[src/hdl/skc_pkg.sv]
// Package for the sorted key counter: sizes, transaction structs, codes.
// No dependencies.
package skc_pkg;
    localparam int CAPACITY    = 1024;
    localparam int COUNT_WIDTH = 32;
    localparam int AW          = $clog2(CAPACITY);
    localparam int TW          = AW + 1;

    localparam logic [1:0] OP_INSERT  = 2'd0;
    localparam logic [1:0] OP_QUERY   = 2'd1;
    localparam logic [1:0] OP_CORRECT = 2'd2;
    localparam logic [1:0] OP_UNUSED  = 2'd3;

    localparam logic [2:0] ST_HIT  = 3'd0;
    localparam logic [2:0] ST_NEW  = 3'd1;
    localparam logic [2:0] ST_MISS = 3'd2;
    localparam logic [2:0] ST_FULL = 3'd3;
    localparam logic [2:0] ST_DONE = 3'd4;

    localparam logic REG_KEY_BYTES = 1'b0;
    localparam logic REG_MAX_DIST  = 1'b1;

    typedef struct packed {
        logic [1:0]  op;
        logic [63:0] key;
    } in_t;

    typedef struct packed {
        logic [2:0]  status;
        logic [9:0]  position;
        logic [31:0] count;
        logic [63:0] corrected_key;
    } out_t;

    // One table entry as held in a cell.
    typedef struct packed {
        logic [63:0]            key;
        logic [COUNT_WIDTH-1:0] cnt;
        logic [AW-1:0]          alias_idx;
    } entry_t;

    // Broadcast control from the sequencer to every cell.
    typedef struct packed {
        logic          shift_en;   // cells at index > pos take neighbor entry
        logic          wr_en;      // cell at pos loads wr_entry
        logic          cnt_inc;    // cell at pos increments count
        logic          alias_self; // every cell sets alias to own index
        logic          remap_en;   // cells with alias == remap_from take remap_to
        logic          set_alias;  // cell at pos takes alias remap_to
        logic [AW-1:0] pos;
        logic [AW-1:0] remap_from;
        logic [AW-1:0] remap_to;
        entry_t        wr_entry;
    } cell_ctl_t;

    typedef enum logic [3:0] {
        S_IDLE, S_SEARCH, S_PROBE, S_FETCH, S_DECIDE, S_CA_INIT, S_CA_HEAD,
        S_CA_CHK, S_CA_SCAN, S_OUT
    } state_t;

    function automatic logic [63:0] mask_of(input logic [3:0] kb);
        logic [3:0] b;
        logic [63:0] m;
        b = (kb == 4'd0) ? 4'd1 : ((kb > 4'd8) ? 4'd8 : kb);
        m = '0;
        for (int i = 0; i < 8; i++)
            if (i < int'(b)) m[i*8 +: 8] = 8'hff;
        return m;
    endfunction
endpackage

[src/hdl/skc_seq.sv]
// Sequencer: binary search, insert, query and correction pass over the cells.
// Depends on skc_pkg; read data arrives registered, in the cycle after its address.
module skc_seq (
    input  logic               clk,
    input  logic               rst_n,
    input  skc_pkg::in_t       in_data,
    input  logic               in_valid,
    output logic               in_stall,
    output skc_pkg::out_t      out_data,
    output logic               out_valid,
    input  logic               out_stall,
    input  logic [3:0]         key_bytes,
    input  logic [4:0]         max_distance,
    input  skc_pkg::entry_t    rd_entry,
    input  skc_pkg::entry_t    rd_entry2,
    output logic [skc_pkg::AW-1:0] rd_addr,
    output logic [skc_pkg::AW-1:0] rd_addr2,
    output skc_pkg::cell_ctl_t ctl
);
    import skc_pkg::*;

    state_t state_reg, state_next;
    logic [TW-1:0] total_reg, total_next;
    logic [TW-1:0] lo_reg, lo_next, hi_reg, hi_next;
    logic [TW-1:0] i_reg, i_next, j_reg, j_next;
    logic [AW-1:0] best_reg, best_next;
    logic [COUNT_WIDTH-1:0] top_count_reg, top_count_next;
    logic [63:0] head_key_reg, head_key_next;
    logic [1:0] op_reg, op_next;
    logic [63:0] key_reg, key_next;
    out_t out_reg, out_next;
    logic out_valid_reg, out_valid_next;
    logic [63:0] mask;
    logic [TW-1:0] mid;
    logic [63:0] diff;
    logic [4:0] nib_dist;

    assign mask = mask_of(key_bytes);
    assign mid = lo_reg + ((hi_reg - lo_reg) >> 1);

    always_comb
    begin
        diff = (head_key_reg ^ rd_entry2.key) & mask;
        nib_dist = '0;
        for (int n = 0; n < 16; n++)
            if (diff[n*4 +: 4] != 4'h0) nib_dist = nib_dist + 5'd1;
    end

    always_ff @(posedge clk or negedge rst_n)
    begin
        if (!rst_n)
        begin
            state_reg     <= S_IDLE;
            total_reg     <= '0;
            out_valid_reg <= 1'b0;
        end
        else
        begin
            state_reg     <= state_next;
            total_reg     <= total_next;
            out_valid_reg <= out_valid_next;
        end
    end

    always_ff @(posedge clk)
    begin
        lo_reg <= lo_next; hi_reg <= hi_next;
        i_reg <= i_next; j_reg <= j_next;
        best_reg <= best_next; top_count_reg <= top_count_next;
        head_key_reg <= head_key_next;
        op_reg <= op_next; key_reg <= key_next;
        out_reg <= out_next;
    end

    always_comb
    begin
        state_next = state_reg; total_next = total_reg;
        lo_next = lo_reg; hi_next = hi_reg; i_next = i_reg; j_next = j_reg;
        best_next = best_reg; top_count_next = top_count_reg;
        head_key_next = head_key_reg;
        op_next = op_reg; key_next = key_reg;
        out_next = out_reg; out_valid_next = out_valid_reg;
        ctl = '0;
        rd_addr = mid[AW-1:0];
        rd_addr2 = j_reg[AW-1:0];
        in_stall = 1'b1;
        if (out_valid_reg && !out_stall)
            out_valid_next = 1'b0;
        unique case (state_reg)
            S_IDLE:
            begin
                in_stall = out_valid_reg;
                if (in_valid && !out_valid_reg)
                begin
                    op_next = in_data.op;
                    key_next = in_data.key & mask;
                    lo_next = '0; hi_next = total_reg;
                    unique case (in_data.op)
                        OP_INSERT, OP_QUERY: state_next = S_SEARCH;
                        OP_CORRECT: state_next = S_CA_INIT;
                        default:
                        begin
                            out_next = '0; out_next.status = ST_MISS;
                            state_next = S_OUT;
                        end
                    endcase
                end
            end
            S_SEARCH:
            begin
                if (lo_reg < hi_reg)
                begin
                    rd_addr = mid[AW-1:0];
                    state_next = S_PROBE;
                end
                else
                begin
                    rd_addr = lo_reg[AW-1:0];
                    state_next = S_FETCH;
                end
            end
            S_PROBE:
            begin
                if ((rd_entry.key & mask) < key_reg) lo_next = mid + 1'b1;
                else hi_next = mid;
                state_next = S_SEARCH;
            end
            S_FETCH:
            begin
                rd_addr = lo_reg[AW-1:0];
                rd_addr2 = rd_entry.alias_idx;
                state_next = S_DECIDE;
            end
            S_DECIDE:
            begin
                out_next = '0;
                ctl.pos = lo_reg[AW-1:0];
                state_next = S_OUT;
                if (lo_reg < total_reg && (rd_entry.key & mask) == key_reg)
                begin
                    out_next.status = ST_HIT;
                    out_next.position = 10'(lo_reg);
                    if (op_reg == OP_INSERT)
                    begin
                        ctl.cnt_inc = 1'b1;
                        out_next.count = 32'((rd_entry.cnt == {COUNT_WIDTH{1'b1}}) ?
                            rd_entry.cnt : rd_entry.cnt + 1'b1);
                    end
                    else
                    begin
                        out_next.count = 32'(rd_entry.cnt);
                        out_next.corrected_key = rd_entry2.key;
                    end
                end
                else if (op_reg == OP_QUERY)
                    out_next.status = ST_MISS;
                else if (total_reg >= TW'(CAPACITY))
                    out_next.status = ST_FULL;
                else
                begin
                    ctl.shift_en = 1'b1;
                    ctl.wr_en = 1'b1;
                    ctl.wr_entry.key = key_reg;
                    ctl.wr_entry.cnt = COUNT_WIDTH'(1);
                    ctl.wr_entry.alias_idx = '0;
                    total_next = total_reg + 1'b1;
                    out_next.status = ST_NEW;
                    out_next.position = 10'(lo_reg);
                    out_next.count = 32'd1;
                end
            end
            S_CA_INIT:
            begin
                ctl.alias_self = 1'b1;
                i_next = '0;
                out_next = '0; out_next.status = ST_DONE;
                state_next = (max_distance == 5'd0) ? S_OUT : S_CA_HEAD;
            end
            S_CA_HEAD:
            begin
                rd_addr = i_reg[AW-1:0];
                if (i_reg >= total_reg)
                    state_next = S_OUT;
                else
                    state_next = S_CA_CHK;
            end
            S_CA_CHK:
            begin
                if (rd_entry.alias_idx != i_reg[AW-1:0])
                begin
                    i_next = i_reg + 1'b1;
                    state_next = S_CA_HEAD;
                end
                else
                begin
                    best_next = i_reg[AW-1:0];
                    top_count_next = rd_entry.cnt;
                    head_key_next = rd_entry.key;
                    j_next = i_reg + 1'b1;
                    rd_addr2 = j_next[AW-1:0];
                    state_next = S_CA_SCAN;
                end
            end
            S_CA_SCAN:
            begin
                if (j_reg >= total_reg)
                begin
                    i_next = i_reg + 1'b1;
                    state_next = S_CA_HEAD;
                end
                else
                begin
                    j_next = j_reg + 1'b1;
                    rd_addr2 = j_next[AW-1:0];
                    if (nib_dist <= max_distance)
                    begin
                        ctl.pos = j_reg[AW-1:0];
                        if (top_count_reg >= rd_entry2.cnt)
                        begin
                            ctl.set_alias = 1'b1;
                            ctl.remap_to = best_reg;
                        end
                        else
                        begin
                            ctl.remap_en = 1'b1;
                            ctl.remap_from = best_reg;
                            ctl.remap_to = j_reg[AW-1:0];
                            best_next = j_reg[AW-1:0];
                            top_count_next = rd_entry2.cnt;
                        end
                    end
                end
            end
            S_OUT:
            begin
                if (!out_valid_reg || !out_stall)
                begin
                    out_valid_next = 1'b1;
                    state_next = S_IDLE;
                end
            end
            default: state_next = S_IDLE;
        endcase
    end

    assign out_data = out_reg;
    assign out_valid = out_valid_reg;
endmodule

[config.mk]
export PLATFORM = sky130hd
export DESIGN_NAME = skc_seq
export DESIGN_NICKNAME = d
export VERILOG_FILES = /design/src/hdl/skc_pkg.sv /design/src/hdl/skc_seq.sv
export SDC_FILE = /design/constraint.sdc
export NUM_CORES = 1
export LEC_CHECK = 0
export BUFFER_PORTS_ARGS = -buffer_cell sky130_fd_sc_hd__buf_2
export CORE_AREA = 2 2 218 220
export DETAILED_ROUTE_END_ITERATION = 8
export DIE_AREA = 0 0 220 222
export HOLD_SLACK_MARGIN = 0.06
export PLACE_DENSITY = 0.73
export SETUP_SLACK_MARGIN = 0.05
export SYNTH_ARGS = -nofsm -noshare
export SYNTH_HDL_FRONTEND = slang
export SYNTH_SLANG_ARGS = --single-unit
[constraint.sdc]
create_clock -name clk -period 16.8 [get_ports clk]
set_input_delay 2.52 -clock clk [delete_from_list [all_inputs] [get_ports clk]]
set_output_delay 2.52 -clock clk [all_outputs]
set_load 0.01 [all_outputs]
# Yosys cells after proc, flatten, opt, wreduce, memory -nomap -nowiden
# Cells that the tools add are included.
# word_totals
romBits	0
memories	0
reg_bits	341
latch_bits	0
inputBits	291
output_inout_bits	273
ram_bits	0
# classes
multipliers	0
bitwise	8
reduce_logical	44
add_sub_neg	22
n_eq_ne	26
shifts	0
n_lt_le_gt_ge	17
n_div	0
n_mux	97
# op_table
operator	n
$mux W106	4
$pmux W109 S3	1
$mux W32	8
$mux W109	2
$and A64 B64 Y64	3
$mux W64	2
$mux W11	8
$mux W42	2
$mux W10	8
$add A5 B1 Y5 const B	15
$mux W5	15
$pmux W11 S2	3
$eq A64 B64 Y1	1
$lt A64 B64 Y1	1
$mux W8	8
$pmux W32 S2	1
$reduce_bool A4 Y1	16
$xor A64 B64 Y64	1
$pmux W10 S3	2
$mux W45	1
$add A11 B1 Y11 const B	4
$pmux W10 S2	2
$pmux W4 S10	1
$pmux W11 S3	1
other kinds (42)	104

# Depth between registers and ports, before layout
# Gate-level depths: netlist of run 1.
# depth
word_depth	42
mapped_depth	55
depth_no_buf	53

# Worst setup path after synthesis of run 1
# Ideal clock, no wire load.
# synth_path
kind	input to output
startpoint	input rd_entry2[42] in the netlist's numbering
endpoint	output ctl[124] in the netlist's numbering
t_required_ns	14.280
path_stages	55
arrival_ns	12.073
setup_slack_ns	2.207
cell_sequence	xnor2_1 nand4_1 ha_1 clkbuf_1 xor2_1 ha_1 mux2i_4 xnor2_1 ha_1 or2b_2 o21a_1 ha_1 mux2i_1 nand3b_2 inv_2 ha_1 nand2_1 nand2_1 (+19 left out) ha_1 nand2_1 nand2_1 ha_1 nand2_1 nor2_1 a21o_1 a32o_1 mux2i_1 xnor2_1 ha_1 o21ai_0 inv_1 o22ai_1 nor2b_1 clkbuf_1 clkbuf_1 and3_1
# synth_rtl
element	line_no	text
start, declared	skc_seq.sv:15	input skc_pkg::entry_t rd_entry2,
end, declared	skc_seq.sv:18	output skc_pkg::cell_ctl_t ctl

==> results of run 1 <==
report_power, final:
part	switching, uW	internal (uW)
Combinational	1310	847
Sequential	108	1160
Clock	354	494
Total	1780	2500
routing by layer:
metal,share of wire [%],vias up
met4,3.7,0
met2,49,772
met1,40,8780
li1,-,8441
met5,0,-
met3,7.8,151
worst max-delay path, delay by kind of cell:
kind | cells | cell delay [ns]
adders and majority gates | 13 | 3.57
and+or+nand+nor | 15 | 2.64
AOI/OAI and AO/OA | 11 | 2.14
muxes | 6 | 1.26
buffers and inverters | 7 | 1.00
xor gates and xnor gates | 2 | 0.36
Yosys cell counts, types with 4 or more instances:
cell         n  area share, %
and2_2       7           0.24
mux2_2       8           0.41
ha_1       174            9.8
or2_2        4           0.11
and2_1     108            3.0
nand3_1     39           0.88
o211ai_1     7           0.24
o21a_1      14           0.47
nand3b_1     5           0.17
nor3_1      82            1.8
a21boi_0     9           0.30
nand2_1    136            2.3
nor4_1       7           0.20
nand4_1     42            1.2
xnor2_1    120            4.7
o21ai_0     79            1.8
buf_1        7           0.12
xor2_1      65            2.6
and2b_1      4           0.14
mux2i_1     19           0.86
inv_1      161            2.7
and4_1       4           0.16
nand2b_1    21           0.59
a2bb2oi_1    5           0.20
a41oi_1     12           0.47
or3_1       10           0.28
xnor2_2      4           0.29
xnor3_1      5           0.51
dfrtp_1     16            1.8
nor2_1     137            2.3
a21o_1      58            2.0
edfxtp_1   325             44
a21oi_1     80            1.8
a22o_1      21           0.83
buf_4       43            1.5
and3_1      26           0.73
clkbuf_1    80            1.4
nor2b_1    107            3.0
o21bai_1     9           0.30
a31oi_1      4           0.11
stage by stage:
stage                     util, %  hold slack [ns]
final                       57.35           0.5273
after floorplan                 -           0.4613
after CTS                   57.18           0.5221
after global placement      54.51           0.5052
after detailed placement    54.51           0.5145
after global routing        57.35           0.5429
layout make-up:
cell class | instances | area [um2]
multi-input combinational | 1542 | 10970
timing repair buffer | 536 | 2745
tap | 607 | 759.5
clock inverter | 17 | 170.2
sequential | 341 | 10160
inverter | 162 | 608.1
fill | 4039 | 19730
clock buffer | 52 | 1067
antenna | 20 | 50.05
worst paths after layout:
| path | from | endpoint | cells past startpoint |
|---|---|---|---|
| max in group asynchronous | rst_n | total_reg[10] | 1 |
| min | total_reg[9] | total_reg[9] | 1 |
| min in group asynchronous | rst_n | total_reg[6] | 1 |
| max reg2reg | head_key_reg[6] | top_count_reg[8] | 52 |
| min reg2reg | total_reg[9] | total_reg[9] | 1 |
| max | key_bytes[3] | ctl[117] | 54 |
cell usage in the layout, fill, tap and decap left out, drive strengths merged, types with 27 or more instances in the layout:
master and n:
nand3 40, nand2 136, inv 164, nor2b 107, nor3 82, xnor2 125, xor2 67, conb 41
buf 535, nor2 139, ha 174, edfxtp 325, o21ai 82, clkbuf 53, nand4 42, and3 27
a21oi 81, and2 116, a21o 58
logic make-up (layout without fill, tap and decap cells):
logic type | Yosys count | in the layout | share of synthesized area [%]
buf+inv | 295 | 767 | 5.815
xor+xnor | 199 | 199 | 8.582
other cells | 1 | 61 | 0.01689
mux | 29 | 29 | 1.465
fa+ha+maj | 176 | 176 | 9.985
compound gates | 343 | 343 | 10.57
flops | 341 | 341 | 45.75
simple gates | 754 | 754 | 17.81
timing repair:
item                       in CTS  in global routing
setup endpoints to repair       0                 32
resized for setup               0                  5
buffers inserted                0                  1
==> flow_summary.yaml, run 1 <==
critical_path:
  cp_slowest_cell: "or3_1"
  path_common_cell: "ha_1"
  critPathArrivalTime_ns: 13.52
  cp-start-kind: "primary input"
  crit_path_end_kind: "primary output"
  critPathMaxStageDelay_ns: 0.40
  cp_max_fo: 25
  rrSetupSlack_ns: 4.41
  criticalPathCategory: "in2out"
  required_ns: 14.28
clocking:
  clkSinkCount: 341
  clk_latency_ns: 0.56
  cts_root_buf: "clkbuf_16"
  cts_buffers: 40
  hold_buffers: 0
  clk_pin_slew_ns: 0.05
  cts_tree: "done"
  clockBufferDepth: 3
  htree_levels: 2
floorplan:
  die_y_um: 222
  core_um2: 46260
  ios: 564
  start_util_pct: 48.00
  dieArea_um2: 48840
  die-width_um: 220
  rows: 79
placed_design:
  place_area_um2: 25210
  place_congestion: 0.9370
  pre_cts_slack_ns: 0.3824
  placed_cells: 3187
  portBuffers: 512
  hpwl_mm: 53.06
run:
  drv_cap: 0
sta:
  worst_slew_pin_slew_ns: 1.236
  setup_ws_ns: 0.7611
  period_minus_slack_ns: 16.04
  hold_viol_final: 0
  tns_ns: 0
  finalCritPeriodShare_pct: 95.47
  max_freq_mhz: 62.35
  slew_violations: 0
  maxSlewHeadroom_pct: 17.60
  setup_viol: 0
  worst_clock_skew_ns: 0.02314
  rsz0062_at_grt: "false"
global_route:
  grt_max_degree: 88
  grt_usage_pct: 27.70
  met1_usage_pct: 34.49
  grt_pass1_wl_mm: 103.3
  grt-busiest-layer: "met2"
  grt_pass1_vias: 18173
  use_met2_pct: 46.40
  grt_overflow: 0
  antenna_found_initial: 18
  met3_usage_pct: 5.926
synth:
  seq_area_frac_synth_pct: 45.75
  synth_edf_count: 325
  synth.ff_latch_count: 341
  netlist_area_um2: 22210
  yosys.cell_types.count: 84
  syn_avg_cell_area_um2: 10.39
  syn_inst: 2138
  ys_warn_count: 0
  async_reset_ff_share_pct: 4.692
  synth_flop_cell: "edfxtp_1"
status:
  outcome: "finished clean"
routing:
  drc: 0
  drtAntennaViolNets: 0
  via_count: 18144
  routed_wl_mm: 69.43
  vias_per_cell: 5.537
  wl_per_cell_um: 21.19
  drtPass1Iterations: 7
  drtIter0Drc: 1313
finish:
  synthToLayoutAreaGrowth_pct: 19.49
  final_cells: 3277
  fin_area_um2: 26530
  layout.nets: 3090
  largest_register_ffs: 109
  drive_above_1_share_pct: 24.57
power_and_ir_drop:
  total_power_uw: 4272
  p_leak_uw: 0.01170
  ir_drop_mv: 0.2233
  p_per_area_nw_per_um2: 161.0
min_path:
  hold_path.class: "reg2reg"
Note: power is estimated with default switching activity, not from simulation.
==> inputs of run 2 (changes only) <==
--- a/config.mk
+++ b/config.mk
@@ -11,6 +11,7 @@
 export DIE_AREA = 0 0 220 222
 export HOLD_SLACK_MARGIN = 0.06
 export PLACE_DENSITY = 0.73
+export RECOVER_POWER = 25
 export SETUP_SLACK_MARGIN = 0.05
 export SYNTH_ARGS = -nofsm -noshare
 export SYNTH_HDL_FRONTEND = slang
==> flow_summary.yaml, run 2 (synthesis results as in run 1) <==
power_and_ir_drop:
  swShare_pct: 41.55
  seq_power_share_pct: 29.6
  p_leak_uw: 0.01150
  combPwrFrac_pct: 50.5
  internal_power_uw: 2494
  ir_drop_mv: 0.2210
  p_per_area_nw_per_um2: 161.6
  p_sw_uw: 1773
  clkPwrFrac_pct: 19.9
critical_path:
  rrSetupSlack_ns: 4.40
  cp_max_fo: 25
  critPathArrivalTime_ns: 13.54
  required_ns: 14.28
  criticalPathCategory: "in2out"
  crit_path_end_kind: "primary output"
  critPathMaxStageDelay_ns: 0.39
  cp-start-kind: "primary input"
  path_common_cell: "ha_1"
  cp_num_buf_inv: 7
  cp_slowest_cell: "or3_1"
  cpLargestDelayFamily: "adder cells"
finish:
  drive_above_1_share_pct: 21.92
  final_common_cell: "buf_2"
  final_cell_mix: "buf_2 (450), edfxtp_1 (325), ha_1 (174)"
  layout.nets: 3090
  fin_util_pct: 57.07
  synthToLayoutAreaGrowth_pct: 18.90
  largest_register_ffs: 109
clocking:
  htree_levels: 2
  hold_buffers: 0
  clockBufferDepth: 3
  clkSinkCount: 341
  cts_tree: "done"
  clk_pin_slew_ns: 0.06
  cts_buffers: 40
  cts_root_buf: "clkbuf_16"
  clk_latency_ns: 0.56
placed_design:
  portBuffers: 512
  hpwl_mm: 53.06
  place_congestion: 0.9370
sta:
  max_freq_mhz: 62.26
  worst_clock_skew_ns: 0.02283
  rsz0062_at_grt: "false"
  maxSlewHeadroom_pct: -139.2
  tns_ns: 0
  slew_violations: 88
  setup_viol: 0
  finalCritPeriodShare_pct: 95.60
  worst_slew_pin_slew_ns: 3.589
  period_minus_slack_ns: 16.06
  hold_viol_final: 0
floorplan:
  dieArea_um2: 48840
  core_um2: 46260
  ios: 564
  die-width_um: 220
  rows: 79
  start_util_pct: 48.00
  die_y_um: 222
global_route:
  grt_pass1_vias: 18173
  grt_usage_pct: 27.70
  grt_pass1_wl_mm: 103.3
  grt_overflow: 0
  antenna_found_initial: 16
  grt_max_degree: 88
routing:
  drtIter0Drc: 1470
  vias_per_cell: 5.533
  via_count: 18109
  drc: 0
  routed_wl_mm: 69.40
  drtAntennaViolNets: 0
  drtPass1Iterations: 5
  wl_per_cell_um: 21.20
min_path:
  hold_path.class: "reg2reg"
status:
  outcome: "complete, but fails checks"
  violations: "capacitance limit, slew limit"
run:
  drv_cap: 1
run 2: routing by layer:
layer  vias to the layer above  share of wire [%]  global-route usage (%)
met1                      8743                 40                   34.49
met5                         -                  0                       0
li1                       8431                  -                       -
met2                       770                 48                   46.40
met3                       165                7.7                   5.926
met4                         0                4.0                   11.54
run 2: timing repair:
item / 4_1_cts / 5_1_grt
endpoints found under the setup margin: 0 / 32
resized for setup: 0 / 5
buffers inserted: 0 / 1
endpoints found under the hold margin: 0 / 0
run 2: power groups by stage:
stage / Clock [uW] / Combinational [uW] / Sequential (uW)
floorplan: 0 / 1450 / 1270
global placement: 0 / 2030 / 1270
detailed placement: 0 / 2090 / 1280
CTS: 858 / 2110 / 1260
global route: 891 / 2360 / 1280
finish: 848 / 2160 / 1260
run 2: path summary, 6_finish.rpt:
kind                               endpoint  cells past startpoint            start
setup / recovery                   ctl[117]                     54     key_bytes[3]
hold / removal                 total_reg[9]                      1     total_reg[9]
setup reg to reg           top_count_reg[8]                     52  head_key_reg[6]
hold reg to reg                total_reg[9]                      1     total_reg[9]
max in group asynchronous     total_reg[10]                      1            rst_n
min in group asynchronous      total_reg[6]                      1            rst_n
run 2: layout make-up:
class,count,area [um2]
fill,4073,19860
tap,607,759.5
sequential,341,10160
multi-input combinational,1542,10950
timing repair buffer,536,2646
clock inverter,17,170.2
inverter,162,608.1
antenna,16,40.04
clock buffer,52,1067
run 2: metrics by stage:
step | area [um2] | hold WS, ns | total power (uW) | worst slack (ns) | std cells
6_report | 26400 | 0.5244 | 4267 | 0.7385 | 3273
4_1_cts | 26450 | 0.5221 | 4233 | 0.3210 | 3256
3_5_place_dp | 25210 | 0.5145 | 3367 | 0.3824 | 3187
3_3_place_gp | 25210 | 0.5052 | 3303 | 0.8371 | 3187
2_1_floorplan | 22360 | 0.4613 | 2712 | 2.207 | 2178
5_1_grt | 26400 | 0.5429 | 4528 | 0.1152 | 3273
==> inputs of run 3 (changes only) <==
==> constraint.sdc (replaced) <==
create_clock -name clk -period 17.92 [get_ports clk]
set_input_delay 2.688 -clock clk [delete_from_list [all_inputs] [get_ports clk]]
set_output_delay 2.688 -clock clk [all_outputs]
set_load 0.01 [all_outputs]
==> flow_summary.yaml, run 3 (synthesis results as in run 1) <==
sta:
  max_freq_mhz: 59.17
  hold_viol_final: 0
  setup_ws_ns: 1.020
  period_minus_slack_ns: 16.90
  slew_violations: 88
  finalCritPeriodShare_pct: 94.31
  worst_slew_pin_slew_ns: 3.538
  rsz0062_at_grt: "false"
  setup_viol: 0
  worst_clock_skew_ns: 0.02736
  fin_hold_ws_ns: 0.5349
  tns_ns: 0
  maxSlewHeadroom_pct: -135.9
finish:
  final_cell_mix: "buf_2 (454), edfxtp_1 (325), ha_1 (174)"
  fin_area_um2: 26370
  synthToLayoutAreaGrowth_pct: 18.77
  drive_above_1_share_pct: 21.74
  final_common_cell: "buf_2"
  fin_util_pct: 57.01
  layout.nets: 3085
  largest_register_ffs: 109
  fillers: 3992
clocking:
  clkSinkCount: 341
  cts_tree: "done"
  hold_buffers: 0
  cts_root_buf: "clkbuf_16"
  clockBufferDepth: 3
  cts_buffers: 40
  clk_latency_ns: 0.57
  htree_levels: 2
  clk_pin_slew_ns: 0.05
  cts_setup_buffers: 0
run:
  drv_cap: 1
global_route:
  grt_usage_pct: 27.51
  grt_pass1_vias: 18019
  antenna_found_initial: 14
  grt_overflow: 0
  grt_pass1_wl_mm: 103.5
  grt_max_degree: 88
critical_path:
  cp_slowest_cell: "a211oi_4"
  criticalPathCategory: "in2out"
  path_common_cell: "ha_1"
  cp_max_fo: 25
  required_ns: 15.23
  rrSetupSlack_ns: 5.21
  critPathMaxStageDelay_ns: 0.71
  crit_path_end_kind: "primary output"
  cp-start-kind: "primary input"
  critPathArrivalTime_ns: 14.21
floorplan:
  dieArea_um2: 48840
  die-width_um: 220
  rows: 79
  ios: 564
  core_um2: 46260
  die_y_um: 222
  start_util_pct: 48.00
routing:
  routed_wl_mm: 69.35
  drc: 0
  drtPass1Iterations: 8
  vias_per_cell: 5.624
  via_count: 18403
  drtIter0Drc: 1706
  wl_per_cell_um: 21.20
  drtAntennaViolNets: 0
power_and_ir_drop:
  p_leak_uw: 0.01149
  ir_drop_mv: 0.2285
  p_per_area_nw_per_um2: 151.2
placed_design:
  pre_cts_slack_ns: 0.6855
  portBuffers: 512
  hpwl_mm: 52.44
  place_congestion: 0.9594
  place_area_um2: 25180
min_path:
  hold_path.class: "reg2reg"
status:
  outcome: "complete, but fails checks"
  violations: "capacitance limit, slew limit"
run 3: cell type report:
cell class / count / area (um2) / area share (%)
antenna: 15 / 37.54 / 0.1423
clock buffer: 56 / 1082 / 4.104
tap: 607 / 759.5 / 2.880
multi-input combinational: 1542 / 10950 / 41.52
clock inverter: 18 / 162.7 / 0.6167
inverter: 162 / 608.1 / 2.306
sequential: 341 / 10160 / 38.53
timing repair buffer: 531 / 2614 / 9.910
run 3: stage by stage:
stage | power (uW) | instances
after floorplan | 2542 | 2178
after CTS | 3968 | 3257
after global routing | 4213 | 3272
after global placement | 3091 | 3183
final | 3988 | 3272
after detailed placement | 3153 | 3183
run 3: worst max-delay path: cells and delay by family:
family | cells | cell delay (ns)
and+or+nand+nor | 14 | 2.45
muxes | 4 | 0.93
AOI/OAI and AO/OA | 16 | 3.69
adders and majority gates | 12 | 3.26
buffers and inverters | 6 | 0.81
xor gates and xnor gates | 2 | 0.38
run 3: timing repair:
| item | 4_1_cts | 5_1_grt |
|---|---|---|
| hold endpoints to repair | 0 | 0 |
| setup endpoints to repair | 0 | 19 |
| resized for setup | 0 | 2 |
run 3: power by group:
part / switching, uW / internal [uW]
Clock: 337 / 465
Combinational: 1220 / 781
Sequential: 102 / 1080
run 3: final timing paths:
check	endpoint	depth (start not counted)	start
min	total_reg[8]	1	total_reg[8]
max in group asynchronous	total_reg[10]	1	rst_n
max	ctl[129]	54	key_bytes[3]
max reg2reg	top_count_reg[10]	52	head_key_reg[5]
min reg2reg	total_reg[8]	1	total_reg[8]
min in group asynchronous	total_reg[3]	1	rst_n
run 3: layer usage:
metal	global-route usage, %	wire [um]	vias to the layer above	share of wire [%]
li1	-	-	8434	-
met1	35.71	27580	8828	40
met2	45.63	33310	941	48
met3	4.115	5573	200	8.0
met4	11.67	2885	0	4.2
met5	0	0	-	0
