`config.mk`:
```
export PLATFORM = sky130hd
export DESIGN_NAME = skc_cell
export DESIGN_NICKNAME = d
export VERILOG_FILES = /design/src/hdl/skc_pkg.sv /design/src/hdl/skc_cell.sv
export SDC_FILE = /design/constraint.sdc
export NUM_CORES = 1
export LEC_CHECK = 0
export BUFFER_PORTS_ARGS = -buffer_cell sky130_fd_sc_hd__buf_2
export CAP_MARGIN = 0
export CORE_AREA = 2 2 142 144
export DETAILED_ROUTE_END_ITERATION = 6
export DIE_AREA = 0 0 144 146
export MAX_ROUTING_LAYER = met4
export PLACE_DENSITY = 0.71
export SLEW_MARGIN = 20
export SYNTH_ARGS = -nofsm -noshare
export SYNTH_HDL_FRONTEND = slang
export SYNTH_SLANG_ARGS = --single-unit
```
`constraint.sdc`:
```
create_clock -name clk -period 8.2 [get_ports clk]
set_input_delay 1.23 -clock clk [delete_from_list [all_inputs] [get_ports clk]]
set_output_delay 1.23 -clock clk [all_outputs]
set_load 0.1 [all_outputs]
```
`src/hdl/skc_pkg.sv`:
```
// Package for the sorted key counter: sizes, transaction structs, codes.
// No dependencies.
package skc_pkg;
    localparam int CAPACITY    = 1024;
    localparam int COUNT_WIDTH = 32;
    localparam int AW          = $clog2(CAPACITY);
    localparam int TW          = AW + 1;

    localparam logic [1:0] OP_INSERT  = 2'd0;
    localparam logic [1:0] OP_QUERY   = 2'd1;
    localparam logic [1:0] OP_CORRECT = 2'd2;
    localparam logic [1:0] OP_UNUSED  = 2'd3;

    localparam logic [2:0] ST_HIT  = 3'd0;
    localparam logic [2:0] ST_NEW  = 3'd1;
    localparam logic [2:0] ST_MISS = 3'd2;
    localparam logic [2:0] ST_FULL = 3'd3;
    localparam logic [2:0] ST_DONE = 3'd4;

    localparam logic REG_KEY_BYTES = 1'b0;
    localparam logic REG_MAX_DIST  = 1'b1;

    typedef struct packed {
        logic [1:0]  op;
        logic [63:0] key;
    } in_t;

    typedef struct packed {
        logic [2:0]  status;
        logic [9:0]  position;
        logic [31:0] count;
        logic [63:0] corrected_key;
    } out_t;

    // One table entry as held in a cell.
    typedef struct packed {
        logic [63:0]            key;
        logic [COUNT_WIDTH-1:0] cnt;
        logic [AW-1:0]          alias_idx;
    } entry_t;

    // Broadcast control from the sequencer to every cell.
    typedef struct packed {
        logic          shift_en;   // cells at index > pos take neighbor entry
        logic          wr_en;      // cell at pos loads wr_entry
        logic          cnt_inc;    // cell at pos increments count
        logic          alias_self; // every cell sets alias to own index
        logic          remap_en;   // cells with alias == remap_from take remap_to
        logic          set_alias;  // cell at pos takes alias remap_to
        logic [AW-1:0] pos;
        logic [AW-1:0] remap_from;
        logic [AW-1:0] remap_to;
        entry_t        wr_entry;
    } cell_ctl_t;

    typedef enum logic [3:0] {
        S_IDLE, S_SEARCH, S_PROBE, S_FETCH, S_DECIDE, S_CA_INIT, S_CA_HEAD,
        S_CA_CHK, S_CA_SCAN, S_OUT
    } state_t;

    function automatic logic [63:0] mask_of(input logic [3:0] kb);
        logic [3:0] b;
        logic [63:0] m;
        b = (kb == 4'd0) ? 4'd1 : ((kb > 4'd8) ? 4'd8 : kb);
        m = '0;
        for (int i = 0; i < 8; i++)
            if (i < int'(b)) m[i*8 +: 8] = 8'hff;
        return m;
    endfunction
endpackage

```
`src/hdl/skc_cell.sv`:
```
// One storage cell of the table chain: holds one entry.
// Depends on skc_pkg.
module skc_cell (
    input  logic               clk,
    input  logic [skc_pkg::AW-1:0] idx,
    input  skc_pkg::cell_ctl_t ctl,
    input  skc_pkg::entry_t    prev_entry,
    output skc_pkg::entry_t    entry
);
    import skc_pkg::*;

    entry_t entry_reg;
    entry_t entry_next;

    always_comb
    begin
        entry_next = entry_reg;
        if (ctl.shift_en && idx > ctl.pos)
            entry_next = prev_entry;
        if (ctl.wr_en && idx == ctl.pos)
            entry_next = ctl.wr_entry;
        if (ctl.cnt_inc && idx == ctl.pos && entry_reg.cnt != {COUNT_WIDTH{1'b1}})
            entry_next.cnt = entry_reg.cnt + 1'b1;
        if (ctl.alias_self)
            entry_next.alias_idx = idx;
        if (ctl.remap_en && entry_reg.alias_idx == ctl.remap_from)
            entry_next.alias_idx = ctl.remap_to;
        if (ctl.set_alias && idx == ctl.pos)
            entry_next.alias_idx = ctl.remap_to;
    end

    always_ff @(posedge clk)
    begin
        entry_reg <= entry_next;
    end

    assign entry = entry_reg;
endmodule

```
; After elaboration in Yosys (flattened, before gate mapping)
; Index checks and enable logic that the tools add are counted.
[totals]
wordCells = 23
register_bits = 106
[op_classes]
order_cmp = 1
n_addsub = 1
reduce_logical = 9
muxes = 6
n_eq_ne = 3
[ops]
columns = cell, n
row1 = $mux 106, 2
row2 = $add 32x1->32 const B, 1
row3 = $mux 32, 1
row4 = $ne 32x32->1 const B, 1
row5 = $mux 10, 3
row6 = $eq 10x10->1, 2
row7 = $gt 10x10->1, 1
row8 = $logic_and 1x1->1, 6
row9 = $reduce_bool 5->1, 1
row10 = $reduce_bool 3->1, 1
row11 = $reduce_bool 2->1, 1

; Longest topological paths before layout
; Gate-level depths: netlist (run 1).
[logic_depth]
depth_word = 7
depth_mapped = 9
mapped_depth_nobuf = 8

; Least setup slack after synthesis (run 1)
; No wires, ideal clock.
[synth_timing]
path_kind = in2reg
start = input ctl[135] (netlist bit)
end = register entry_reg, in the netlist entry[100] (enable)
arrival_time_ns = 4.093
stages = 8
slack_ns = 3.684
path_cell_list = inv_1 ha_1 nand4_1 nor3_2 nand2_1 buf_1 clkbuf_1 nand2_1
[synth_via]
elab_chain_cells = 3
elab_cells_between_ends = 5
cone_classes = order compare (1) / eq/ne (1) / reduce/logical (3)
[synth_rtl]
columns = item, line
row1 = start: declaration, skc_cell.sv:6  ; input skc_pkg::cell_ctl_t ctl,
row2 = $gt 10x10->1 or $eq 10x10->1 (tied branches), "skc_cell.sv:18, skc_cell.sv:20"
row3 = $logic_and 1x1->1 (on tied branches), "skc_cell.sv:18, skc_cell.sv:20"
row4 = $reduce_bool 2->1 (no line) (*), -
row5 = end signal: assignment, skc_cell.sv:34  ; entry_reg <= entry_next;
row6 = end: declaration, skc_cell.sv:12  ; entry_t entry_reg;
; Mark *: on every way between the ends. The rest lies on a longest branch, timed or not.
; A chain may end at the register's enable or synchronous reset.

; Final worst setup path (run 1)
[layout_timing]
start = input idx[8] (netlist bit)
end = register entry_reg, in the netlist entry[75] (enable)
[layout_via]
elab_chain_cells = 3
elab_cells_between_ends = 5
cone_classes = order compare (1) / eq/ne (1) / reduce/logical (3)
[layout_rtl]
columns = item, line
row1 = start: declaration, skc_cell.sv:5  ; input logic [skc_pkg::AW-1:0] idx,
row2 = $gt 10x10->1 or $eq 10x10->1 (tied branches), "skc_cell.sv:18, skc_cell.sv:20"
row3 = $logic_and 1x1->1 (on tied branches), "skc_cell.sv:18, skc_cell.sv:20"
row4 = $reduce_bool 2->1 (no line) (*), -
; Marks and branches as above.

==> results of run 1 <==
==> tightest hold or removal path, stage by stage, from the launching register on <==
cell,delay (ps)
sky130_fd_sc_hd__edfxtp_1,390
sky130_fd_sc_hd__xnor2_1,130
sky130_fd_sc_hd__nand2_1,50
sky130_fd_sc_hd__o21ai_1,60
==> how the worst max path moves through the flow <==
stage               cells past startpoint  slack, ps                    to     start
global route                            8       4000   entry[75]$_DFFE_PP_  ctl[134]
CTS                                     7       4220   entry[60]$_DFFE_PP_    idx[8]
global placement                        7       3890   entry[81]$_DFFE_PP_    idx[8]
detailed placement                      7       3840   entry[76]$_DFFE_PP_    idx[8]
finish                                  7       4260   entry[75]$_DFFE_PP_    idx[8]
floorplan                               8       3680  entry[100]$_DFFE_PP_  ctl[135]
==> power groups by stage <==
stage                     clock (mW)  sequential, mW  combinational, mW
after global routing           0.481           0.705              0.637
after floorplan                    0            1.10             0.0793
after CTS                      0.464           0.699              0.613
after global placement             0           0.709              0.612
after detailed placement           0           0.711              0.612
final                          0.451           0.698              0.611
==> metrics by stage <==
step	utilization	total power [mW]	hold slack (ps)	setup slack [ps]	instances
5_1_grt	0.439	1.82	776	4000	1245
3_3_place_gp	0.422	1.32	697	3890	1224
3_5_place_dp	0.422	1.32	712	3840	1224
6_report	0.439	1.76	728	4260	1245
2_1_floorplan	-	1.18	1160	3680	622
4_1_cts	0.438	1.78	731	4220	1240
==> cells in the mapped netlist (7+ instances only) <==
| cell type | count | share of area |
|---|---|---|
| sky130_fd_sc_hd__nor2b_1 | 13 | 0.013 |
| sky130_fd_sc_hd__inv_1 | 14 | 0.0086 |
| sky130_fd_sc_hd__a21oi_1 | 15 | 0.012 |
| sky130_fd_sc_hd__nor3_1 | 10 | 0.0082 |
| sky130_fd_sc_hd__and2_1 | 22 | 0.022 |
| sky130_fd_sc_hd__xor2_1 | 15 | 0.021 |
| sky130_fd_sc_hd__nand3_1 | 12 | 0.0098 |
| sky130_fd_sc_hd__a211oi_2 | 12 | 0.025 |
| sky130_fd_sc_hd__a21o_1 | 11 | 0.013 |
| sky130_fd_sc_hd__nand4_1 | 11 | 0.011 |
| sky130_fd_sc_hd__buf_2 | 14 | 0.011 |
| sky130_fd_sc_hd__a211oi_1 | 13 | 0.016 |
| sky130_fd_sc_hd__ha_1 | 11 | 0.022 |
| sky130_fd_sc_hd__nand2_1 | 229 | 0.14 |
| sky130_fd_sc_hd__mux2i_1 | 20 | 0.033 |
| sky130_fd_sc_hd__nor2_1 | 7 | 0.0043 |
| sky130_fd_sc_hd__clkbuf_1 | 13 | 0.0080 |
| sky130_fd_sc_hd__xnor2_1 | 23 | 0.033 |
| sky130_fd_sc_hd__edfxtp_1 | 106 | 0.52 |
| sky130_fd_sc_hd__o21ai_1 | 17 | 0.014 |
==> per-layer routing <==
metal / GRT usage / routed length [um]
met1: 0.229 / 8120
met2: 0.309 / 9810
met3: 0.0434 / 1660
met4: 0.0608 / 306
met5: - / 0
==> cells by family (layout without fill, tap and decap cells) <==
group	Yosys count	count (layout)	synth area share
mux	20	20	0.0327
buf+inv	47	400	0.0366
compound gates	78	78	0.0934
other cells	0	5	0
xor+xnor	38	38	0.0544
simple gates	322	322	0.240
fa+ha+maj	11	11	0.0225
flops	106	106	0.520
==> final cells by class <==
| cell class | instances | area, um^2 | area share |
|---|---|---|---|
| inverter | 14 | 52.6 | 0.00619 |
| tap | 265 | 332 | 0.0391 |
| timing repair buffer | 370 | 1870 | 0.220 |
| antenna | 5 | 12.5 | 0.00147 |
| multi-input combinational | 469 | 2730 | 0.322 |
| clock buffer | 9 | 225 | 0.0265 |
| sequential | 106 | 3180 | 0.375 |
| clock inverter | 7 | 86.3 | 0.0102 |
==> impl_metrics.prom, run 1 <==
# TYPE chip_impl_metric gauge
chip_impl_info{name="outcome",value="complete, no violations"} 1
chip_impl_metric{name="max-cap-violations",unit=""} 0
chip_impl_metric{name="switching_share",unit=""} 0.419
chip_impl_metric{name="gr-usage-all-layers",unit=""} 0.188
chip_impl_metric{name="syn2layout_area_growth",unit="%"} 38.7
chip_impl_metric{name="clock_transition_at_the_registers_of_the_reported_paths",unit="ps"} 80
chip_impl_metric{name="finalHoldViolations",unit=""} 0
chip_impl_info{name="cts_tree",value="built"} 1
chip_impl_metric{name="worst_clock_skew",unit="ps"} 4.40
chip_impl_metric{name="detailedPlacementHpwl",unit="um"} 15800
chip_impl_metric{name="power_report.internal_total",unit="mW"} 1.02
chip_impl_metric{name="worstRegToRegCells",unit=""} 9
chip_impl_info{name="final_cell_mix",value="sky130_fd_sc_hd__buf_2, sky130_fd_sc_hd__nand2_1, sky130_fd_sc_hd__edfxtp_1"} 1
chip_impl_metric{name="finalMaxSlewViolations",unit=""} 0
chip_impl_metric{name="overall_routed_net_length",unit="um"} 19900
chip_impl_metric{name="avgViaCountPerCell",unit=""} 4.62
chip_impl_metric{name="final_layout_size_suffix_gt1_frac",unit=""} 0.419
chip_impl_metric{name="detailed_route_iter0_violations",unit=""} 234
chip_impl_metric{name="power.static_leakage",unit="nW"} 3.89
chip_impl_metric{name="grt_antenna_before_repair",unit=""} 5
chip_impl_metric{name="final_min_period_over_clock_period",unit=""} 0.480
chip_impl_metric{name="detail_route.wl_per_cell",unit="um"} 16.0
chip_impl_metric{name="numCtsBuffers",unit=""} 9
chip_impl_metric{name="cts_max_path_buffers",unit=""} 2
chip_impl_metric{name="setup_failing_eps_final",unit=""} 0
chip_impl_info{name="worst_hold_path.endpoint",value="entry[24]$_DFFE_PP_"} 1
chip_impl_metric{name="crit_required",unit="ps"} 8170
chip_impl_metric{name="dr.pass1.iters",unit=""} 4
chip_impl_metric{name="synth_edf_count",unit=""} 106
chip_impl_info{name="rsz0062_at_grt",value="no"} 1
chip_impl_info{name="hp-start",value="entry[24]$_DFFE_PP_"} 1
chip_impl_metric{name="rows",unit=""} 51
chip_impl_metric{name="netlist-cell-type-count",unit=""} 41
chip_impl_metric{name="grt_start_max_net_pins",unit=""} 87
chip_impl_info{name="synth_ff_type",value="sky130_fd_sc_hd__edfxtp_1"} 1
chip_impl_metric{name="clkSinkCount",unit=""} 106
chip_impl_info{name="crit_family",value="simple AND/OR/NAND/NOR gates"} 1
chip_impl_info{name="critical_path.startpoint_type",value="input port"} 1
chip_impl_metric{name="synth_fp_nets",unit=""} 892
chip_impl_metric{name="postSynthCellCount",unit=""} 622
chip_impl_metric{name="clock_insertion_delay_worst_skew",unit="ps"} 350
chip_impl_metric{name="clkPwrFrac",unit=""} 0.256
chip_impl_info{name="root_buffer",value="sky130_fd_sc_hd__clkbuf_16"} 1
chip_impl_metric{name="synth_seq_area_share",unit=""} 0.520
chip_impl_metric{name="placedInstanceArea",unit="mm^2"} 0.00817
chip_impl_metric{name="worstPathArrival",unit="ps"} 3910
chip_impl_metric{name="crit_path_max_cell_delay",unit="ps"} 640
chip_impl_metric{name="achievable-frequency",unit="MHz"} 254
chip_impl_metric{name="design.die.area",unit="mm^2"} 0.0210
chip_impl_metric{name="ff2ff_setup_slack",unit="ps"} 5000
chip_impl_metric{name="final_antenna_net_count",unit=""} 0
chip_impl_metric{name="cts_resized",unit=""} 0
chip_impl_metric{name="number_of_fill_cells_in_the_layout",unit=""} 1904
chip_impl_metric{name="avgSynthCellArea",unit="um^2"} 9.84
chip_impl_info{name="hold_path_class",value="register to register"} 1
chip_impl_metric{name="synthesis.area",unit="mm^2"} 0.00612
chip_impl_metric{name="die_w",unit="um"} 144
chip_impl_info{name="r2r_start",value="entry[10]$_DFFE_PP_"} 1
chip_impl_metric{name="clock_tree.htree_level_count",unit=""} 3
chip_impl_info{name="crit-reg2reg-capture",value="entry[34]$_DFFE_PP_"} 1
chip_impl_metric{name="port-buffer-count",unit=""} 364
chip_impl_metric{name="finalWeightedCongestion",unit=""} 0.907
chip_impl_metric{name="worst_pin_slew",unit="ps"} 1030
chip_impl_metric{name="via_count_of_the_first_global_routing_pass",unit=""} 5507
chip_impl_metric{name="setup-tns-final",unit="ps"} 0
chip_impl_metric{name="globalRouteOverflowTotal",unit=""} 0
chip_impl_metric{name="synth-warning-count",unit=""} 0
chip_impl_metric{name="placeableCoreArea",unit="mm^2"} 0.0193
chip_impl_metric{name="post_cts_buffers",unit=""} 0
chip_impl_metric{name="synth_async_sr_flop_share",unit=""} 0
chip_impl_info{name="crit_path_cell_chain",value="buf_2, ha_1, nand4_1, nor3_2, nand2_4, nand2_2, buf_4"} 1
chip_impl_metric{name="max-slew-margin-rel",unit=""} 0.311
chip_impl_metric{name="finalWorstPathRequiredPeriod",unit="ps"} 3940
chip_impl_metric{name="worst_case_vdd_ir_drop",unit="uV"} 79.7
chip_impl_metric{name="via_count",unit=""} 5747
chip_impl_metric{name="worstPathMaxFanout",unit=""} 86
chip_impl_metric{name="ys_seq_elements",unit=""} 106
chip_impl_metric{name="ios",unit=""} 365
chip_impl_metric{name="sequentialPowerShare",unit=""} 0.397
chip_impl_metric{name="pwr-share-comb",unit=""} 0.347
chip_impl_metric{name="total_switching_power",unit="mW"} 0.737
chip_impl_info{name="worst_setup_path_end_kind",value="register"} 1
chip_impl_metric{name="grt_first_pass_wirelength",unit="um"} 29600
chip_impl_metric{name="worst_hold_path_stage_count",unit=""} 3
chip_impl_metric{name="timing.critical_path.buf_inv",unit=""} 2
chip_impl_metric{name="start_util",unit=""} 0.317
chip_impl_info{name="timing_worst_setup_path_type",value="input port to register"} 1
chip_impl_metric{name="stdcell_area",unit="mm^2"} 0.00849
chip_impl_metric{name="largest_register_ffs",unit=""} 106
chip_impl_metric{name="powerDensity",unit="mW/mm^2"} 207
chip_impl_metric{name="chipHeight",unit="um"} 146
chip_impl_info{name="slowest_stage",value="sky130_fd_sc_hd__buf_4"} 1
chip_impl_metric{name="cts_hold_buffers",unit=""} 0
chip_impl_metric{name="finish.net_count",unit=""} 1240
chip_impl_info{name="mostFrequentLayoutCell",value="sky130_fd_sc_hd__buf_2"} 1
chip_impl_metric{name="drcViolationCount",unit=""} 0
Note: power is estimated with default switching activity, not from simulation.
==> inputs of run 2 (changes only) <==
--- a/config.mk
+++ b/config.mk
@@ -7,11 +7,11 @@
 export LEC_CHECK = 0
 export BUFFER_PORTS_ARGS = -buffer_cell sky130_fd_sc_hd__buf_2
 export CAP_MARGIN = 0
-export CORE_AREA = 2 2 142 144
+export CORE_AREA = 2 2 140 142
 export DETAILED_ROUTE_END_ITERATION = 6
-export DIE_AREA = 0 0 144 146
+export DIE_AREA = 0 0 142 144
 export MAX_ROUTING_LAYER = met4
-export PLACE_DENSITY = 0.71
+export PLACE_DENSITY = 0.73
 export SLEW_MARGIN = 20
 export SYNTH_ARGS = -nofsm -noshare
 export SYNTH_HDL_FRONTEND = slang
==> constraint.sdc (replaced) <==
create_clock -name clk -period 4.1 [get_ports clk]
set_input_delay 0.615 -clock clk [delete_from_list [all_inputs] [get_ports clk]]
set_output_delay 0.615 -clock clk [all_outputs]
set_load 0.1 [all_outputs]
==> run 2 against run 1 <==
  * Die area down 2.7%
  * Cell count decreased by 2.0%
  * Cell area about the same
  * Worst setup slack got worse by 2900 ps
  * First-iteration DRC count increased by 17%
  * Clock power is 100% higher
  * Sequential power rose by 100%
  * Critical endpoint is now entry[0]$_DFFE_PP_
==> impl_metrics.prom, run 2 (synthesized netlist as in run 1, its figures left out) <==
# TYPE chip_impl_metric gauge
chip_impl_metric{name="worst_pin_slew",unit="ps"} 982
chip_impl_metric{name="worstPathMaxFanout",unit=""} 85
chip_impl_metric{name="finish.net_count",unit=""} 1243
chip_impl_metric{name="worst_case_setup_margin_in_the_final_layout",unit="ps"} 1310
chip_impl_metric{name="via_count_of_the_first_global_routing_pass",unit=""} 5596
chip_impl_metric{name="start_util",unit=""} 0.321
chip_impl_metric{name="worstRegToRegCells",unit=""} 8
chip_impl_metric{name="globalRouteOverflowTotal",unit=""} 0
chip_impl_info{name="outcome",value="complete, no violations"} 1
chip_impl_metric{name="dp_worst_setup_slack",unit="ps"} 873
chip_impl_metric{name="powerDensity",unit="mW/mm^2"} 417
chip_impl_metric{name="placedInstanceArea",unit="mm^2"} 0.00817
chip_impl_info{name="final_cell_mix",value="sky130_fd_sc_hd__buf_2, sky130_fd_sc_hd__nand2_1, sky130_fd_sc_hd__edfxtp_1"} 1
chip_impl_metric{name="rows",unit=""} 51
chip_impl_metric{name="total_switching_power",unit="mW"} 1.49
chip_impl_metric{name="via_count",unit=""} 5773
chip_impl_metric{name="placeableCoreArea",unit="mm^2"} 0.0191
chip_impl_metric{name="dr.pass1.iters",unit=""} 6
chip_impl_metric{name="clkPwrFrac",unit=""} 0.260
chip_impl_info{name="cts_tree",value="built"} 1
chip_impl_metric{name="worst_clock_skew",unit="ps"} 11.4
chip_impl_metric{name="worst_hold_path_stage_count",unit=""} 3
chip_impl_metric{name="finalHoldViolations",unit=""} 0
chip_impl_metric{name="sequentialPowerShare",unit=""} 0.394
chip_impl_metric{name="setup-tns-final",unit="ps"} 0
chip_impl_metric{name="finalWeightedCongestion",unit=""} 0.966
chip_impl_metric{name="cts_resized",unit=""} 0
chip_impl_metric{name="hold_ws",unit="ps"} 523
chip_impl_metric{name="detailed_route_iter0_violations",unit=""} 274
chip_impl_metric{name="ios",unit=""} 365
chip_impl_info{name="critical_path.startpoint_type",value="input port"} 1
chip_impl_info{name="root_buffer",value="sky130_fd_sc_hd__clkbuf_16"} 1
chip_impl_info{name="hold_path_class",value="input port to register"} 1
chip_impl_metric{name="post_cts_buffers",unit=""} 0
chip_impl_metric{name="stdcell_area",unit="mm^2"} 0.00850
chip_impl_metric{name="detailedPlacementHpwl",unit="um"} 16000
chip_impl_metric{name="finalMaxSlewViolations",unit=""} 0
chip_impl_metric{name="cts_max_path_buffers",unit=""} 2
chip_impl_metric{name="largest_register_ffs",unit=""} 106
chip_impl_metric{name="final_antenna_net_count",unit=""} 0
chip_impl_metric{name="finalWorstPathRequiredPeriod",unit="ps"} 2790
chip_impl_metric{name="setup_failing_eps_final",unit=""} 0
chip_impl_metric{name="port-buffer-count",unit=""} 364
chip_impl_metric{name="power.static_leakage",unit="nW"} 3.91
chip_impl_info{name="rsz0062_at_grt",value="no"} 1
chip_impl_metric{name="numCtsBuffers",unit=""} 9
chip_impl_metric{name="clock_transition_at_the_registers_of_the_reported_paths",unit="ps"} 80
chip_impl_info{name="worst_setup_path_end_kind",value="register"} 1
chip_impl_metric{name="crit_required",unit="ps"} 4200
chip_impl_metric{name="gr-usage-all-layers",unit=""} 0.195
chip_impl_metric{name="cts_hold_buffers",unit=""} 0
chip_impl_metric{name="overall_routed_net_length",unit="um"} 20200
chip_impl_metric{name="grt_first_pass_wirelength",unit="um"} 29600
chip_impl_metric{name="grt_antenna_before_repair",unit=""} 6
chip_impl_metric{name="worst_case_vdd_ir_drop",unit="uV"} 179
chip_impl_metric{name="drcViolationCount",unit=""} 0
chip_impl_metric{name="chipHeight",unit="um"} 144
chip_impl_info{name="mostFrequentLayoutCell",value="sky130_fd_sc_hd__buf_2"} 1
chip_impl_metric{name="p_total",unit="mW"} 3.54
chip_impl_metric{name="syn2layout_area_growth",unit="%"} 38.8
chip_impl_metric{name="switching_share",unit=""} 0.420
chip_impl_metric{name="power_report.internal_total",unit="mW"} 2.06
chip_impl_info{name="timing_worst_setup_path_type",value="input port to register"} 1
chip_impl_metric{name="design.die.area",unit="mm^2"} 0.0204
chip_impl_metric{name="die_w",unit="um"} 142
chip_impl_metric{name="avgViaCountPerCell",unit=""} 4.73
chip_impl_metric{name="clkSinkCount",unit=""} 106
chip_impl_metric{name="grt_start_max_net_pins",unit=""} 86
chip_impl_metric{name="detail_route.wl_per_cell",unit="um"} 16.6
chip_impl_metric{name="clock_tree.htree_level_count",unit=""} 3
chip_impl_metric{name="achievable-frequency",unit="MHz"} 359
chip_impl_metric{name="pwr-share-comb",unit=""} 0.346
chip_impl_metric{name="final_min_period_over_clock_period",unit=""} 0.680
chip_impl_metric{name="max-cap-violations",unit=""} 0
chip_impl_metric{name="max-slew-margin-rel",unit=""} 0.345
chip_impl_metric{name="worstPathArrival",unit="ps"} 2890
chip_impl_metric{name="final_layout_size_suffix_gt1_frac",unit=""} 0.421
chip_impl_metric{name="clock_insertion_delay_worst_skew",unit="ps"} 350
==> run 2: cell count changes in the layout (fill, tap and decap cells not counted) <==
cell                         change
sky130_fd_sc_hd__buf_4           +2
sky130_fd_sc_hd__clkinv_8        +1
sky130_fd_sc_hd__clkinvlp_4      -1
sky130_fd_sc_hd__diode_2         -1
sky130_fd_sc_hd__buf_12          +1
==> run 2: final timing paths <==
path	start	end	slack, ps
max	ctl[133]	entry[0]$_DFFE_PP_	1310
min	prev_entry[80]	entry[80]$_DFFE_PP_	520
max reg2reg	entry[10]$_DFFE_PP_	entry[41]$_DFFE_PP_	1320
min reg2reg	entry[39]$_DFFE_PP_	entry[39]$_DFFE_PP_	730
==> run 2: layer usage <==
metal  global-route usage  share of wire  up-vias
li1                     -              -     2865
met1                0.249           0.43     2596
met2                0.312           0.48      289
met3               0.0368          0.066       23
met4               0.0689          0.021        0
met5                    -              0        -
==> run 2: power groups by stage <==
stage               clock network (mW)  logic, mW  registers [mW]
finish                           0.921       1.23            1.40
global route                     0.986       1.28            1.41
CTS                              0.946       1.23            1.40
detailed placement                   0       1.23            1.42
global placement                     0       1.22            1.42
floorplan                            0      0.159            2.20
==> run 2: area by class of cell <==
cell class              count  area, um^2
clock buffers               9         225
well taps                 238         298
flip-flops and latches    106        3180
clock inverters             7        95.1
repair buffers            373        1900
diodes                      4        10.0
multi-input cells         469        2730
inverters                  14        52.6
fillers                  1871       10600
==> run 2: worst max-delay path, stage by stage <==
cell and delay [ps]:
sky130_fd_sc_hd__buf_2 100, sky130_fd_sc_hd__inv_1 40, sky130_fd_sc_hd__ha_1 290, sky130_fd_sc_hd__nand4_1 270
sky130_fd_sc_hd__nor3_2 500, sky130_fd_sc_hd__nand2_4 90, sky130_fd_sc_hd__buf_4 360, sky130_fd_sc_hd__a211oi_1 360
sky130_fd_sc_hd__a211oi_1 70, sky130_fd_sc_hd__a21o_1 170
==> run 2: stage by stage <==
step | util | instances
global route | 0.445 | 1220
global placement | 0.428 | 1200
floorplan | - | 622
CTS | 0.445 | 1216
finish | 0.445 | 1220
detailed placement | 0.428 | 1200
==> inputs of run 3 (changes only) <==
==> constraint.sdc (replaced) <==
create_clock -name clk -period 2.85 [get_ports clk]
set_input_delay 0.4275 -clock clk [delete_from_list [all_inputs] [get_ports clk]]
set_output_delay 0.4275 -clock clk [all_outputs]
set_load 0.1 [all_outputs]
==> run 3 against run 2 <==
  * Register-to-register slack got worse by 900 ps
  * Wire length down 2.4%
  * Worst setup slack got worse by 890 ps
  * Sequential share of layout area fell by 0.70 points
  * Combinational power is 45% higher
  * Via count rose by 0.35%
  * Total power grew 42%
  * Clock-buffer cell count unchanged
  * Worst hold slack got worse by 190 ps
  * Critical path type is now register to register
==> impl_metrics.prom, run 3 (synthesized netlist as in run 1, its figures left out) <==
# TYPE chip_impl_metric gauge
chip_impl_metric{name="design.die.area",unit="mm^2"} 0.0204
chip_impl_metric{name="stdcell_area",unit="mm^2"} 0.00866
chip_impl_metric{name="ios",unit=""} 365
chip_impl_metric{name="finish.net_count",unit=""} 1253
chip_impl_metric{name="dpl.cell_count",unit=""} 1210
chip_impl_metric{name="start_util",unit=""} 0.321
chip_impl_metric{name="placedInstanceArea",unit="mm^2"} 0.00835
chip_impl_info{name="root_buffer",value="sky130_fd_sc_hd__clkbuf_16"} 1
chip_impl_metric{name="finalWorstPathRequiredPeriod",unit="ps"} 2430
chip_impl_metric{name="cts_hold_buffers",unit=""} 0
chip_impl_metric{name="die_w",unit="um"} 142
chip_impl_metric{name="cts_resized",unit=""} 0
chip_impl_metric{name="gr-usage-all-layers",unit=""} 0.189
chip_impl_metric{name="max-slew-margin-rel",unit=""} 0.624
chip_impl_metric{name="largest_register_ffs",unit=""} 106
chip_impl_metric{name="grt_first_pass_wirelength",unit="um"} 28800
chip_impl_metric{name="via_count_of_the_first_global_routing_pass",unit=""} 5419
chip_impl_metric{name="power_report.internal_total",unit="mW"} 2.88
chip_impl_metric{name="post_cts_buffers",unit=""} 0
chip_impl_metric{name="worstPathArrival",unit="ps"} 2520
chip_impl_info{name="cts_tree",value="built"} 1
chip_impl_metric{name="finalHoldViolations",unit=""} 0
chip_impl_metric{name="placeableCoreArea",unit="mm^2"} 0.0191
chip_impl_metric{name="p_total",unit="mW"} 5.04
chip_impl_info{name="final_cell_mix",value="sky130_fd_sc_hd__buf_2, sky130_fd_sc_hd__nand2_1, sky130_fd_sc_hd__edfxtp_1"} 1
chip_impl_metric{name="chipHeight",unit="um"} 144
chip_impl_info{name="mostFrequentLayoutCell",value="sky130_fd_sc_hd__buf_2"} 1
chip_impl_metric{name="syn2layout_area_growth",unit="%"} 41.5
chip_impl_metric{name="globalRouteOverflowTotal",unit=""} 0
chip_impl_metric{name="grt_antenna_before_repair",unit=""} 5
chip_impl_metric{name="worst_pin_slew",unit="ps"} 563
chip_impl_metric{name="pwr-share-comb",unit=""} 0.353
chip_impl_metric{name="finalWeightedCongestion",unit=""} 0.933
chip_impl_metric{name="setup_failing_eps_final",unit=""} 0
chip_impl_metric{name="clkPwrFrac",unit=""} 0.248
chip_impl_info{name="timing_worst_setup_path_type",value="register to register"} 1
chip_impl_info{name="critical_path.startpoint_type",value="register"} 1
chip_impl_metric{name="detailedPlacementHpwl",unit="um"} 15800
chip_impl_metric{name="rows",unit=""} 51
chip_impl_info{name="hold_path_class",value="input port to register"} 1
chip_impl_metric{name="final_min_period_over_clock_period",unit=""} 0.851
chip_impl_metric{name="worstPathMaxFanout",unit=""} 16
chip_impl_metric{name="worst_case_setup_margin_in_the_final_layout",unit="ps"} 424
chip_impl_metric{name="cts_max_path_buffers",unit=""} 2
chip_impl_metric{name="powerDensity",unit="mW/mm^2"} 582
chip_impl_metric{name="port-buffer-count",unit=""} 364
chip_impl_metric{name="stdcell_count",unit=""} 1230
chip_impl_metric{name="finalMaxSlewViolations",unit=""} 0
chip_impl_metric{name="clkSinkCount",unit=""} 106
chip_impl_metric{name="clock_transition_at_the_registers_of_the_reported_paths",unit="ps"} 90
chip_impl_metric{name="avgViaCountPerCell",unit=""} 4.71
chip_impl_metric{name="via_count",unit=""} 5793
chip_impl_metric{name="detail_route.wl_per_cell",unit="um"} 16.0
chip_impl_metric{name="setup-tns-final",unit="ps"} 0
chip_impl_metric{name="total_switching_power",unit="mW"} 2.16
chip_impl_metric{name="max-cap-violations",unit=""} 0
chip_impl_metric{name="power.static_leakage",unit="nW"} 3.97
chip_impl_metric{name="final_antenna_net_count",unit=""} 0
chip_impl_metric{name="worst_case_vdd_ir_drop",unit="uV"} 245
chip_impl_metric{name="grt_start_max_net_pins",unit=""} 58
chip_impl_metric{name="worst_clock_skew",unit="ps"} 9.52
chip_impl_metric{name="clock_tree.htree_level_count",unit=""} 3
chip_impl_metric{name="dr.pass1.iters",unit=""} 4
chip_impl_metric{name="overall_routed_net_length",unit="um"} 19700
chip_impl_info{name="worst_setup_path_end_kind",value="register"} 1
chip_impl_metric{name="achievable-frequency",unit="MHz"} 412
chip_impl_info{name="outcome",value="complete, no violations"} 1
chip_impl_info{name="rsz0062_at_grt",value="no"} 1
chip_impl_metric{name="switching_share",unit=""} 0.428
chip_impl_metric{name="numCtsBuffers",unit=""} 9
chip_impl_metric{name="clock_insertion_delay_worst_skew",unit="ps"} 350
chip_impl_metric{name="detailed_route_iter0_violations",unit=""} 245
chip_impl_metric{name="drcViolationCount",unit=""} 0
chip_impl_metric{name="final_layout_size_suffix_gt1_frac",unit=""} 0.430
chip_impl_metric{name="sequentialPowerShare",unit=""} 0.399
chip_impl_metric{name="dp_worst_setup_slack",unit="ps"} 255
chip_impl_metric{name="crit_required",unit="ps"} 2940
run 3: per-layer routing:
layer / up-vias / GRT usage / wire, um
met1: 2627 / 0.234 / 8390
met5: - / - / 0
met2: 257 / 0.308 / 9650
met4: 0 / 0.0726 / 515
met3: 31 / 0.0374 / 1180
li1: 2878 / - / -
run 3: layout make-up:
cell class,instances,area (um^2)
fill,1861,10400
clock buffer,9,225
antenna,4,10.0
timing repair buffer,383,2030
multi-input combinational,469,2790
sequential,106,3180
clock inverter,7,71.3
inverter,14,52.6
tap,238,298
run 3: worst paths after layout:
check | from | cells past startpoint | end | slack [ps]
setup / recovery | entry[21]$_DFFE_PP_ | 7 | entry[37]$_DFFE_PP_ | 420
setup reg to reg | entry[21]$_DFFE_PP_ | 7 | entry[37]$_DFFE_PP_ | 420
hold reg to reg | entry[36]$_DFFE_PP_ | 2 | entry[36]$_DFFE_PP_ | 720
hold / removal | prev_entry[48] | 3 | entry[48]$_DFFE_PP_ | 340
run 3: critical path: stages, from the launching register on:
cell	delay, ps
sky130_fd_sc_hd__edfxtp_1	460
sky130_fd_sc_hd__and4_4	270
sky130_fd_sc_hd__and4_1	340
sky130_fd_sc_hd__and4_1	390
sky130_fd_sc_hd__a31oi_4	210
sky130_fd_sc_hd__buf_12	220
sky130_fd_sc_hd__a211oi_2	210
sky130_fd_sc_hd__a21oi_1	50
run 3: stage by stage:
stage	hold slack (ps)	utilization
finish	337	0.454
global route	318	0.454
CTS	318	0.453
detailed placement	684	0.438
global placement	688	0.438
floorplan	602	-
run 3: power by group through the flow:
stage               clock [mW]  sequential [mW]  combinational [mW]
floorplan                    0             3.16               0.237
global placement             0             2.04                1.77
detailed placement           0             2.04                1.78
CTS                       1.29             2.01                1.78
global route              1.35             2.03                1.85
finish                    1.25             2.01                1.78
